--- src/design/tpd_pkg.sv ---
// Shared types and constants for the takeoff phase detector.
package tpd_pkg;

  typedef enum logic [1:0] {
    PH_GROUNDED = 2'd0,
    PH_PENDING  = 2'd1,
    PH_AIRBORNE = 2'd2
  } phase_t;

  typedef enum logic [2:0] {
    REG_FREEZE_THR   = 3'd0,
    REG_AIRBORNE_THR = 3'd1,
    REG_ABORT_THR    = 3'd2,
    REG_MIN_CLB_ALT  = 3'd3,
    REG_MIN_CLB_RATE = 3'd4,
    REG_ABORT_ALT    = 3'd5,
    REG_ABORT_RATE   = 3'd6,
    REG_MOTION_CONF  = 3'd7
  } cfg_idx_t;

  localparam int unsigned CFG_IDX_W  = 3;
  localparam int unsigned CFG_DATA_W = 24;

  typedef struct packed {
    logic [11:0]        freeze_thr;
    logic [11:0]        airborne_thr;
    logic [11:0]        abort_thr;
    logic signed [23:0] min_climb_altitude_mm;
    logic signed [15:0] min_climb_rate_mms;
    logic [22:0]        abort_max_altitude_mm;
    logic [14:0]        abort_max_rate_mms;
    logic [15:0]        motion_confirm_ms;
  } cfg_t;

  typedef struct packed {
    logic               running;
    logic [11:0]        throttle;
    logic               altitude_valid;
    logic signed [23:0] altitude_mm;
    logic signed [15:0] climb_rate_mms;
    logic [31:0]        time_ms;
  } item_t;

  typedef struct packed {
    phase_t      phase;
    logic [31:0] motion_start_time;
    logic [31:0] abort_start_time;
    logic [31:0] airborne_time;
    logic        motion_timing;
    logic        abort_timing;
  } state_t;

  typedef struct packed {
    phase_t phase;
    logic   ground_constraint;
    logic   baro_deweight;
  } result_t;

  localparam state_t STATE_RESET = '{
    phase:             PH_GROUNDED,
    motion_start_time: 32'd0,
    abort_start_time:  32'd0,
    airborne_time:     32'd0,
    motion_timing:     1'b0,
    abort_timing:      1'b0
  };

endpackage

--- src/design/tpd_cfg.sv ---
// Configuration register file for the takeoff phase detector.
module tpd_cfg (
  input  logic                         clk,
  input  logic                         rst_n,
  input  logic                         cfg_we,
  input  logic [tpd_pkg::CFG_IDX_W-1:0]  cfg_index,
  input  logic [tpd_pkg::CFG_DATA_W-1:0] cfg_wdata,
  output tpd_pkg::cfg_t                cfg
);
  import tpd_pkg::*;

  cfg_t cfg_r;
  cfg_t cfg_nxt;

  always_comb begin
    cfg_nxt = cfg_r;
    if (cfg_we) begin
      case (cfg_idx_t'(cfg_index))
        REG_FREEZE_THR:   cfg_nxt.freeze_thr            = cfg_wdata[11:0];
        REG_AIRBORNE_THR: cfg_nxt.airborne_thr          = cfg_wdata[11:0];
        REG_ABORT_THR:    cfg_nxt.abort_thr             = cfg_wdata[11:0];
        REG_MIN_CLB_ALT:  cfg_nxt.min_climb_altitude_mm = $signed(cfg_wdata[23:0]);
        REG_MIN_CLB_RATE: cfg_nxt.min_climb_rate_mms    = $signed(cfg_wdata[15:0]);
        REG_ABORT_ALT:    cfg_nxt.abort_max_altitude_mm = cfg_wdata[22:0];
        REG_ABORT_RATE:   cfg_nxt.abort_max_rate_mms    = cfg_wdata[14:0];
        REG_MOTION_CONF:  cfg_nxt.motion_confirm_ms     = cfg_wdata[15:0];
        default: ;
      endcase
    end
  end

  always_ff @(posedge clk) begin
    if (!rst_n) begin
      cfg_r.freeze_thr            <= 12'd1150;
      cfg_r.airborne_thr          <= 12'd1300;
      cfg_r.abort_thr             <= 12'd1100;
      cfg_r.min_climb_altitude_mm <= 24'sd200;
      cfg_r.min_climb_rate_mms    <= 16'sd100;
      cfg_r.abort_max_altitude_mm <= 23'd100;
      cfg_r.abort_max_rate_mms    <= 15'd100;
      cfg_r.motion_confirm_ms     <= 16'd300;
    end else begin
      cfg_r <= cfg_nxt;
    end
  end

  assign cfg = cfg_r;

endmodule

--- src/design/tpd_step.sv ---
// Phase transition and result logic for one tick.
module tpd_step #(
  parameter int unsigned ABORT_CONFIRM_MS = 500,
  parameter int unsigned BARO_RECOVERY_MS = 1000
) (
  input  tpd_pkg::cfg_t    cfg,
  input  tpd_pkg::item_t   item,
  input  tpd_pkg::state_t  st,
  output tpd_pkg::state_t  st_nxt,
  output tpd_pkg::result_t res
);
  import tpd_pkg::*;

  localparam logic [31:0] ABORT_LIM = 32'(ABORT_CONFIRM_MS);
  localparam logic [31:0] BARO_LIM  = 32'(BARO_RECOVERY_MS);

  logic [23:0] alt_abs;
  logic [15:0] rate_abs;
  logic        up;
  logic        still;
  logic        thrust_up;
  logic        low_still;
  logic [31:0] mot_start;
  logic [31:0] abt_start;
  logic        mot_done;
  logic        abt_done;
  logic [31:0] air_elapsed;

  assign alt_abs  = item.altitude_mm[23] ? 24'(-item.altitude_mm) : item.altitude_mm;
  assign rate_abs = item.climb_rate_mms[15] ? 16'(-item.climb_rate_mms) : item.climb_rate_mms;

  assign up = item.altitude_valid &&
              ($signed(item.altitude_mm) >= $signed(cfg.min_climb_altitude_mm)) &&
              ($signed(item.climb_rate_mms) >= $signed(cfg.min_climb_rate_mms));
  assign still = item.altitude_valid &&
                 (alt_abs <= {1'b0, cfg.abort_max_altitude_mm}) &&
                 (rate_abs <= {1'b0, cfg.abort_max_rate_mms});

  assign thrust_up = (item.throttle >= cfg.airborne_thr) && up;
  assign low_still = (item.throttle < cfg.abort_thr) && still;

  assign mot_start = st.motion_timing ? st.motion_start_time : item.time_ms;
  assign abt_start = st.abort_timing ? st.abort_start_time : item.time_ms;
  assign mot_done  = (32'(item.time_ms - mot_start)) >= {16'd0, cfg.motion_confirm_ms};
  assign abt_done  = (32'(item.time_ms - abt_start)) >= ABORT_LIM;

  // next state
  always_comb begin
    st_nxt = st;
    if (!item.running) begin
      st_nxt = STATE_RESET;
    end else begin
      case (st.phase)
        PH_AIRBORNE: ;
        PH_PENDING: begin
          if (thrust_up) begin
            st_nxt.motion_start_time = mot_start;
            st_nxt.motion_timing     = 1'b1;
          end else begin
            st_nxt.motion_timing = 1'b0;
          end
          if (thrust_up && mot_done) begin
            st_nxt.phase         = PH_AIRBORNE;
            st_nxt.airborne_time = item.time_ms;
            st_nxt.abort_timing  = 1'b0;
          end else if (low_still) begin
            if (abt_done) begin
              st_nxt = STATE_RESET;
            end else begin
              st_nxt.abort_start_time = abt_start;
              st_nxt.abort_timing     = 1'b1;
            end
          end else begin
            st_nxt.abort_timing = 1'b0;
          end
        end
        default: begin
          st_nxt.phase = PH_GROUNDED;
          if (item.throttle >= cfg.freeze_thr) begin
            st_nxt.phase         = PH_PENDING;
            st_nxt.motion_timing = 1'b0;
            st_nxt.abort_timing  = 1'b0;
          end
        end
      endcase
    end
  end

  assign air_elapsed = 32'(item.time_ms - st_nxt.airborne_time);

  // result
  always_comb begin
    res.phase             = st_nxt.phase;
    res.ground_constraint = 1'b0;
    res.baro_deweight     = 1'b0;
    case (st_nxt.phase)
      PH_GROUNDED: res.ground_constraint = 1'b1;
      PH_PENDING:  res.baro_deweight = 1'b1;
      PH_AIRBORNE: res.baro_deweight = air_elapsed < BARO_LIM;
      default: ;
    endcase
  end

endmodule

--- src/design/takeoff_phase_detector.sv ---
// Takeoff phase detector top level: input register, step logic, result register.
//
//   channel | signals                                   | direction
//   in      | in_valid/in_ready + six item fields       | in
//   out     | out_valid/out_ready + phase, flags        | out
//   cfg     | cfg_we, cfg_index, cfg_wdata              | in
//
// One item per cycle while out_ready holds; out_valid rises as the result register loads.
// Phase state advances when an item moves from the input register to the result register.
// Synchronous active-low reset: phase grounded, timers cleared, config to defaults.
// A stalled out side holds the result register; the input register still takes one item.
module takeoff_phase_detector #(
  parameter int unsigned ABORT_CONFIRM_MS = 500,
  parameter int unsigned BARO_RECOVERY_MS = 1000
) (
  input  logic        clk,
  input  logic        rst_n,
  input  logic        in_valid,
  output logic        in_ready,
  input  logic        in_running,
  input  logic [11:0] in_throttle,
  input  logic        in_altitude_valid,
  input  logic signed [23:0] in_altitude_mm,
  input  logic signed [15:0] in_climb_rate_mms,
  input  logic [31:0] in_time_ms,
  output logic        out_valid,
  input  logic        out_ready,
  output logic [1:0]  out_phase,
  output logic        out_ground_constraint,
  output logic        out_baro_deweight,
  input  logic        cfg_we,
  input  logic [tpd_pkg::CFG_IDX_W-1:0]  cfg_index,
  input  logic [tpd_pkg::CFG_DATA_W-1:0] cfg_wdata
);
  import tpd_pkg::*;

  cfg_t    cfg;
  item_t   item_r;
  logic    item_valid_r;
  state_t  st_r;
  state_t  st_nxt;
  result_t res;
  result_t res_r;
  logic    out_valid_r;
  logic    advance;

  tpd_cfg u_cfg (
    .clk       (clk),
    .rst_n     (rst_n),
    .cfg_we    (cfg_we),
    .cfg_index (cfg_index),
    .cfg_wdata (cfg_wdata),
    .cfg       (cfg)
  );

  tpd_step #(
    .ABORT_CONFIRM_MS (ABORT_CONFIRM_MS),
    .BARO_RECOVERY_MS (BARO_RECOVERY_MS)
  ) u_step (
    .cfg    (cfg),
    .item   (item_r),
    .st     (st_r),
    .st_nxt (st_nxt),
    .res    (res)
  );

  assign advance  = item_valid_r && (!out_valid_r || out_ready);
  assign in_ready = !item_valid_r || advance;

  always_ff @(posedge clk) begin
    if (!rst_n) begin
      item_valid_r <= 1'b0;
    end else if (in_ready) begin
      item_valid_r <= in_valid;
    end
  end

  always_ff @(posedge clk) begin
    if (in_valid && in_ready) begin
      item_r.running        <= in_running;
      item_r.throttle       <= in_throttle;
      item_r.altitude_valid <= in_altitude_valid;
      item_r.altitude_mm    <= in_altitude_mm;
      item_r.climb_rate_mms <= in_climb_rate_mms;
      item_r.time_ms        <= in_time_ms;
    end
  end

  always_ff @(posedge clk) begin
    if (!rst_n) begin
      st_r        <= STATE_RESET;
      out_valid_r <= 1'b0;
    end else begin
      if (advance) begin
        st_r <= st_nxt;
      end
      if (advance) begin
        out_valid_r <= 1'b1;
      end else if (out_ready) begin
        out_valid_r <= 1'b0;
      end
    end
  end

  always_ff @(posedge clk) begin
    if (advance) begin
      res_r <= res;
    end
  end

  assign out_valid             = out_valid_r;
  assign out_phase             = res_r.phase;
  assign out_ground_constraint = res_r.ground_constraint;
  assign out_baro_deweight     = res_r.baro_deweight;

  a_ready_only_on_stall: assert property (@(posedge clk) disable iff (!rst_n)
    !in_ready |-> item_valid_r && out_valid_r && !out_ready)
    else $error("input blocked without a stalled result");

  a_airborne_latch: assert property (@(posedge clk) disable iff (!rst_n)
    advance && item_r.running && st_r.phase == PH_AIRBORNE |=> st_r.phase == PH_AIRBORNE)
    else $error("airborne left while running");

  a_stop_clears: assert property (@(posedge clk) disable iff (!rst_n)
    advance && !item_r.running |=>
      st_r.phase == PH_GROUNDED && !st_r.motion_timing && !st_r.abort_timing)
    else $error("stop did not clear phase state");

  a_result_tracks_state: assert property (@(posedge clk) disable iff (!rst_n)
    advance |=> out_valid && res_r.phase == st_r.phase)
    else $error("result phase differs from state");

  a_ground_flag: assert property (@(posedge clk) disable iff (!rst_n)
    out_valid |-> out_ground_constraint == (res_r.phase == PH_GROUNDED))
    else $error("ground constraint inconsistent with phase");

endmodule

--- config.mk ---
export PLATFORM = sky130hd
export DESIGN_NAME = takeoff_phase_detector
export DESIGN_NICKNAME = d
export VERILOG_FILES = /design/src/design/tpd_pkg.sv /design/src/design/tpd_cfg.sv /design/src/design/tpd_step.sv /design/src/design/takeoff_phase_detector.sv
export SDC_FILE = /design/constraint.sdc
export NUM_CORES = 1
export LEC_CHECK = 0
export BUFFER_PORTS_ARGS = -buffer_cell sky130_fd_sc_hd__buf_2
export CORE_MARGIN = 5
export CORE_UTILIZATION = 40
export CTS_CLUSTER_SIZE = 28
export DETAILED_ROUTE_END_ITERATION = 12
export PLACE_DENSITY = 0.53
export SKIP_CTS_REPAIR_TIMING = 1
export SYNTH_ARGS = -nofsm -noshare
export SYNTH_HDL_FRONTEND = slang
export SYNTH_SLANG_ARGS = --single-unit
--- constraint.sdc ---
create_clock -name clk -period 27.6 [get_ports clk]
set_input_delay 2.76 -clock clk [delete_from_list [all_inputs] [get_ports clk]]
set_output_delay 2.76 -clock clk [all_outputs]
set_load 0.1 [all_outputs]
## Word level (Yosys, flattened, before mapping)

Cells that the tools add are included.

| operators by class | value |
|---|---|
| $add $sub $neg | 5 |
| order comparisons | 10 |
| equal/unequal tests | 16 |
| muxes and demuxes | 27 |
| reductions and logical operators | 27 |

Operators with widths:

| kind | number |
|---|---|
| two-way mux 32 bit | 5 |
| two-way mux 100 bit | 1 |
| two-way mux 99 bit | 1 |
| two-way mux 96 bit | 1 |
| subtractor 32 bit | 3 |
| two-way mux 64 bit | 1 |
| two-way mux 34 bit | 1 |
| two-way mux 33 bit | 1 |
| >= comparator 32 x 16 -> 1 bit | 1 |
| >= comparator 32 x 9 -> 1 bit (second input constant) | 1 |
| less-than comparator 32 x 10 -> 1 bit (second input constant) | 1 |
| >= comparator 12 bit | 2 |
| >= comparator 24 bit | 1 |
| less-or-equal comparator 24 x 23 -> 1 bit | 1 |
| two-way mux 24 bit | 1 |
| negator 24 bit | 1 |
| AND reduction 2 bit | 9 |
| >= comparator 16 bit | 1 |
| less-or-equal comparator 16 x 15 -> 1 bit | 1 |
| two-way mux 16 bit | 1 |
| negator 16 bit | 1 |
| == test 3 bit (second input constant) | 4 |
| less-than comparator 12 bit | 1 |
| logical AND 1 bit | 9 |
| other kinds (18) | 35 |

| storage, ports and cells | value |
|---|---|
| register bits after elaboration | 322 |
| input port bits | 118 |
| output and inout port bits | 6 |

## Depth between registers and ports, before layout

Gate-level depths: netlist of run 1.

| logic depth | value |
|---|---|
| depth in word-level cells | 13 |
| gate-level depth with buffers | 47 |
| depth with buffers taken out | 43 |

## Modules after synthesis

A second synthesis of run 1 with hierarchy kept.

| unflattened totals | value |
|---|---|
| cells, all modules | 2,921 |
| area, all modules | 24,741.2 um^2 |

By module, submodules not included:

| module | instances | cells an instance | area an instance (um^2) | sequential area each (um^2) |
|---|---|---|---|---|
| tpd_step | 1 | 1,919 | 13,008.7 | 0.0 |
| takeoff_phase_detector | 1 | 532 | 6,805.3 | 4,744.6 |
| tpd_cfg | 1 | 470 | 4,927.2 | 2,602.5 |

## Worst setup path before layout of run 1

Ideal clock, no wire load.

| timing | value |
|---|---|
| path kind | flip-flop to flip-flop |
| start point | register st_r[1] (netlist name) |
| end point | register res_r, in the netlist out_baro_deweight, data pin |
| setup time | 129 ps |
| arrival time | 8,509 ps |
| path slack | 18,962 ps |
| stages on the path, launching flop included | 46 |
| buffers on the path | 3 |
| period minus slack after synthesis | 8,638 ps |
| path through | dfxtp_1 > clkbuf_1 > buf_1 > mux2i_1 > ha_1 > nor2b_1 > o2111ai_1 > a31o_1 > nand2b_1 > a21oi_1 > o21bai_1 > a21oi_1 > xnor2_1 > ha_1 > a21oi_1 > o21a_1 > nor2_1 > a221oi_1 > [... 10 more ...] > a21oi_1 > ha_1 > a21o_1 > a21o_1 > a21oi_1 > o21bai_1 > a21oi_1 > o21ai_0 > a21o_1 > a2111oi_0 > nor3_1 > a41oi_1 > a211oi_1 > or3_1 > a211oi_1 > or4b_1 > nor4_2 > a21o_1 |

RTL lines:

| item | RTL line | text |
|---|---|---|
| start: declaration | takeoff_phase_detector.sv:40 | `state_t st_r;` |
| start signal: assignment | takeoff_phase_detector.sv:95 | `st_r <= st_nxt;` |
| end signal: assignment | takeoff_phase_detector.sv:107 | `res_r <= res;` |
| end: declaration | takeoff_phase_detector.sv:43 | `result_t res_r;` |

==> results of run 1 <==
## flip-flops by register name (all words and copies together) (netlist names)
name                   count
item_r                    86
item_valid_r               1
out_baro_deweight          1
out_ground_constraint      1
out_phase                  2
out_valid                  1
st_r                     100
u_cfg.cfg                130
## cell usage in the layout, fill, tap and decap left out, types with 11 or more instances in the layout
cell type	synthesis	routed
a2111oi_0	12	12
a211oi_1	15	15
a21boi_0	142	142
a21o_1	58	58
a21oi_1	184	183
a22oi_1	61	61
a31oi_1	15	15
and2_1	37	36
buf_2	9	122
buf_4	2	16
clkbuf_16	0	41
dfxtp_1	232	230
edfxtp_1	90	90
ha_1	232	232
inv_1	168	168
mux2i_1	77	77
nand2_1	395	395
nand2b_1	26	26
nand3_1	38	38
nand3b_1	35	35
nand4_1	49	49
nor2_1	124	120
nor2b_1	92	91
nor3_1	42	39
nor4_1	21	20
o2111ai_1	11	11
o211ai_1	47	47
o21a_1	65	65
o21ai_0	95	95
o21bai_1	16	16
o31ai_1	24	24
or3_1	18	18
xnor2_1	58	58
xor2_1	21	21
## worst register-to-register path, delay by kind of cell (launching register included)
| kind | cells | cell delay [ns] |
|---|---|---|
| xor gates and xnor gates | 1 | 0.21 |
| buffers and inverters | 3 | 1.07 |
| AOI/OAI and AO/OA | 11 | 2.77 |
| adders and majority gates | 3 | 1.12 |
| DFF | 1 | 0.57 |
| and+or+nand+nor | 18 | 3.74 |
| muxes | 1 | 0.29 |
## stage by stage
step | worst slack [ns] | total power [uW] | utilization, % | instance area (sq um)
after floorplan | 18.96 | 716 | - | 23500
after global placement | 18.09 | 796 | 42.0 | 24600
after global routing | 16.85 | 1390 | 44.3 | 26000
final | 17.73 | 1330 | 44.3 | 26000
after detailed placement | 17.85 | 797 | 42.0 | 24600
after CTS | 17.83 | 1340 | 44.3 | 26000
## layer usage
layer	share of wire, %	track usage [%]
met1	48	32.4
met2	44	36.5
met3	4.7	2.96
met4	2.7	6.39
met5	0	0
## power groups by stage
stage | Combinational (uW) | Clock [uW] | Sequential (uW)
after global routing | 300 | 569 | 522
after floorplan | 195 | 0 | 521
final | 271 | 535 | 521
after CTS | 268 | 551 | 521
after detailed placement | 266 | 0 | 531
after global placement | 265 | 0 | 531
## path summary, 6_finish.rpt
| check | to | depth (start not counted) | startpoint | slack [ns] |
|---|---|---|---|---|
| max | out_baro_deweight | 37 | st_r[1] | 17.73 |
| min | st_r[56] | 2 | st_r[56] | 0.46 |
| max reg2reg | out_baro_deweight | 37 | st_r[1] | 17.73 |
| min reg2reg | st_r[56] | 2 | st_r[56] | 0.46 |
## kinds of logic after synthesis
group,Yosys count,synth area share [%]
xor+xnor,79,2.94
mux,78,3.32
fa+ha+maj,234,12.5
flops,322,31.2
compound gates,838,24.6
simple gates,944,20.0
buf+inv,322,5.47
## cell type report
| cell class | instances | area [sq um] |
|---|---|---|
| fill | 5810 | 32700 |
| multi-input combinational | 2173 | 15000 |
| sequential | 322 | 7350 |
| clock buffer | 50 | 1070 |
| tap | 773 | 967 |
| timing repair buffer | 139 | 742 |
| inverter | 169 | 634 |
| clock inverter | 25 | 272 |
==> impl_metrics.yaml, run 1 <==
worst_setup_path:
  critPathCaptureType: "flop"
  critical_path_buf_inv_count: 3
  arrival_ns: 10.33
  critical_path.top_delay_family: "simple AND/OR/NAND/NOR gates"
  path_class: "flop to flop"
  required_ns: 28.06
  cp_max_fo: 34
  critPathLaunchType: "flop"
  cpMaxStageDelayCell: "a311oi_1"
  max_stage_delay_ns: 0.86
synth:
  synth_common_cells: "nand2_1, dfxtp_1, ha_1"
  synth.avg_cell_area_sq_um: 8.36
  synthCells: 2817
  synth_top_area_cell: "dfxtp_1"
  post-synth-top-count-cell: "nand2_1"
  ys_types: 106
  synth_seq_cells: 322
  synth_edf_count: 90
  synth_nets: 3169
  ys_warn_count: 0
  post-synth-top-area-fraction_pct: 19.7
  ys_seq_area_share_pct: 31.2
  synthTopCellsByArea: "dfxtp_1, ha_1, edfxtp_1"
  synth_ff_type: "dfxtp_1"
  syn_area_sq_um: 23500
  async_flop_share_pct: 0
timing:
  fin_worst_skew_ns: 0.0231
  max_freq_mhz: 101
  tightest_slew_ns: 1.28
  fin_setup_tns_ns: 0
  hold_viol: 0
  slew_headroom_pct: 14.3
  finalSetupViolCount: 0
  timing.hold.ws_ns: 0.461
  finalCritPeriodShare_pct: 35.8
  finalCriticalPeriod_ns: 9.87
  rsz0062_at_grt: "no"
  drv_slew: 0
placed_design:
  placed_cells: 3575
  port_buffers: 123
  dp_hpwl_um: 56000
  gp_congestion: 0.921
layout:
  nets: 3198
  final-instance-count-excl-fill: 3651
  layout-drive-gt1-share_pct: 9.14
  area_growth_pct: 10.4
  diodes: 0
power_and_ir_drop:
  p_comb_share_pct: 20.4
  power.net_switching_uw: 414
  swShare_pct: 31.2
  seq_power_share_pct: 39.3
  power.internal_uw: 913
  p_per_area_nw_per_um2: 51.0
  vdd_drop_max_mv: 0.0485
  p_clk_share_pct: 40.3
  p_leak_uw: 0.00953
drt:
  via_per_inst: 5.73
  drt_iter0_drc: 1515
  via_count: 20900
  ant_nets: 0
  drtPass1Iterations: 7
  routedWlPerCell_um: 20.6
  wl_um: 75100
  drc_errors: 0
min_path:
  min-delay-path-class: "flop to flop"
run_status:
  outcome: "complete, no violations"
clock_network:
  cts_buffer_depth: 3
  clk_latency_ns: 0.59
  root_buffer: "clkbuf_16"
  cts_tree: "yes"
  cts_max_level: 2
  clk_pin_slew_ns: 0.06
  clock-sinks: 322
  cts_buffers: 41
floorplanning:
  initial_core_util_pct: 40.1
  dieArea_sq_um: 63800
  die_w_um: 253
  dieHeight_um: 253
  coreArea_sq_um: 58700
  fp-row-count: 89
  pin_count: 124
job:
  drv_cap: 0
global_routing:
  grt_pass1_wl_um: 116000
  antenna_found_initial: 0
  grt_start_max_net_pins: 145
  grt_pass1_vias: 20000
  grt_usage_pct: 22.8
  overflow: 0
No activity file was read; power rests on OpenSTA's default activity.
==> run 2, diff against run 1 <==
==> constraint.sdc (replaced) <==
create_clock -name clk -period 10.2 [get_ports clk]
set_input_delay 1.02 -clock clk [delete_from_list [all_inputs] [get_ports clk]]
set_output_delay 1.02 -clock clk [all_outputs]
set_load 0.1 [all_outputs]
==> run 2 against run 1 <==
Utilization increased by 0.27 points; critical path depth unchanged; first-iteration DRC count is 0.26% lower; wire length rose by 1.3%; power grew to 2.8 times the previous value; via count grew 0.11%; clock power rose to 2.9 times the previous value; hold slack improved by 0.0012 ns; sequential power increased to 2.7 times the previous value; clock skew rose by 0.011 ns; critical endpoint unchanged.
==> impl_metrics.yaml, run 2 (synthesis results as in run 1) <==
drt:
  ant_nets: 0
  via_count: 20900
  wl_um: 76000
  drt_iter0_drc: 1511
  drtPass1Iterations: 5
  via_per_inst: 5.73
  routedWlPerCell_um: 20.8
  drc_errors: 0
timing:
  slew_headroom_pct: 19.9
  finalCriticalPeriod_ns: 9.25
  finalCritPeriodShare_pct: 90.7
  fin_setup_tns_ns: 0
  fin_worst_skew_ns: 0.0345
  rsz0062_at_grt: "no"
  max_freq_mhz: 108
  hold_viol: 0
  drv_slew: 0
  tightest_slew_ns: 1.20
  finalSetupViolCount: 0
floorplanning:
  initial_core_util_pct: 40.1
  dieArea_sq_um: 63800
  fp-row-count: 89
  dieHeight_um: 253
  die_w_um: 253
  coreArea_sq_um: 58700
  pin_count: 124
worst_setup_path:
  critPathCaptureType: "flop"
  critPathLaunchType: "flop"
  arrival_ns: 9.70
  timing.reg2reg.setup_slack_ns: 0.95
  cp_max_fo: 11
  r2r_start: "item_r[55]"
  reg2reg_to: "out_baro_deweight"
  max_stage_delay_ns: 0.60
  cpMaxStageDelayCell: "or4_4"
  r2r_cells: 37
  path_class: "flop to flop"
  required_ns: 10.64
clock_network:
  cts_buffer_depth: 3
  cts_max_level: 2
  cts_tree: "yes"
  clock-sinks: 322
  cts_buffers: 42
  clk_latency_ns: 0.59
  clk_pin_slew_ns: 0.06
  root_buffer: "clkbuf_16"
min_path:
  whs_path_depth: 2
  min-delay-path-class: "flop to flop"
  hold-path-endpoint: "st_r[54]"
  min-delay-start: "st_r[54]"
run_status:
  outcome: "complete, no violations"
power_and_ir_drop:
  p_leak_uw: 0.00964
  vdd_drop_max_mv: 0.133
  p_per_area_nw_per_um2: 142
layout:
  area_growth_pct: 11.1
  nets: 3201
  final_common_cell: "nand2_1"
  final_util_pct: 44.6
  most-common-layout-cells: "nand2_1, ha_1, dfxtp_1"
  diodes: 0
  largest_reg_flops: 130
  fillers: 5790
  layout-drive-gt1-share_pct: 9.37
global_routing:
  grt_pass1_vias: 20300
  grt_usage_pct: 23.1
  overflow: 0
  antenna_found_initial: 1
  grt_start_max_net_pins: 122
  grt_pass1_wl_um: 118000
placed_design:
  dp_hpwl_um: 57200
  gp_congestion: 0.932
  port_buffers: 123
job:
  drv_cap: 0
-- run 2: how the worst max path moves through the flow --
stage | start | to | slack [ns]
2_1_floorplan | st_r[1] | out_baro_deweight | 1.56
3_3_place_gp | item_r[55] | out_baro_deweight | 1.12
3_5_place_dp | item_r[1] | out_baro_deweight | 1.05
4_1_cts | item_r[1] | out_baro_deweight | 1.04
5_1_grt | item_r[1] | out_baro_deweight | 0.34
6_report | item_r[55] | out_baro_deweight | 0.95
-- run 2: worst max-delay path: cells and delay by family (launching register included) --
kind | cells | cell delay (ns)
xor gates and xnor gates | 1 | 0.16
AOI/OAI and AO/OA | 22 | 4.20
DFF | 1 | 0.46
adders and majority gates | 2 | 0.63
and+or+nand+nor | 12 | 3.67
-- run 2: per-layer routing --
metal / routed length [um] / global-route usage (%) / share of wire (%)
met1: 36700 / 33.4 / 48
met2: 33600 / 36.4 / 44
met3: 3710 / 3.06 / 4.9
met4: 2020 / 6.16 / 2.7
met5: 0 / 0 / 0
-- run 2: stage by stage --
stage / total power [uW] / std cells / setup WS, ns / hold WS, ns / instance area [sq um]
2_1_floorplan: 1940 / 2817 / 1.56 / 0.441 / 23500
3_3_place_gp: 2160 / 3578 / 1.12 / 0.451 / 24700
3_5_place_dp: 2160 / 3578 / 1.05 / 0.459 / 24700
4_1_cts: 3750 / 3656 / 1.04 / 0.467 / 26100
5_1_grt: 3880 / 3656 / 0.336 / 0.481 / 26100
6_report: 3710 / 3656 / 0.945 / 0.462 / 26100
-- run 2: cell type report --
type / count / area (sq um) / area share, %
timing repair buffer: 141 / 757 / 2.89
multi-input combinational: 2173 / 15000 / 57.2
inverter: 169 / 634 / 2.43
clock buffer: 64 / 1310 / 5.01
clock inverter: 14 / 174 / 0.665
tap: 773 / 967 / 3.70
sequential: 322 / 7350 / 28.1
-- run 2: report_power, final --
part           switching [uW]  internal (uW)  total, uW
sequential               56.5           1350       1410
clock                     620            949       1570
combinational             455            281        736
total                    1130           2580       3710
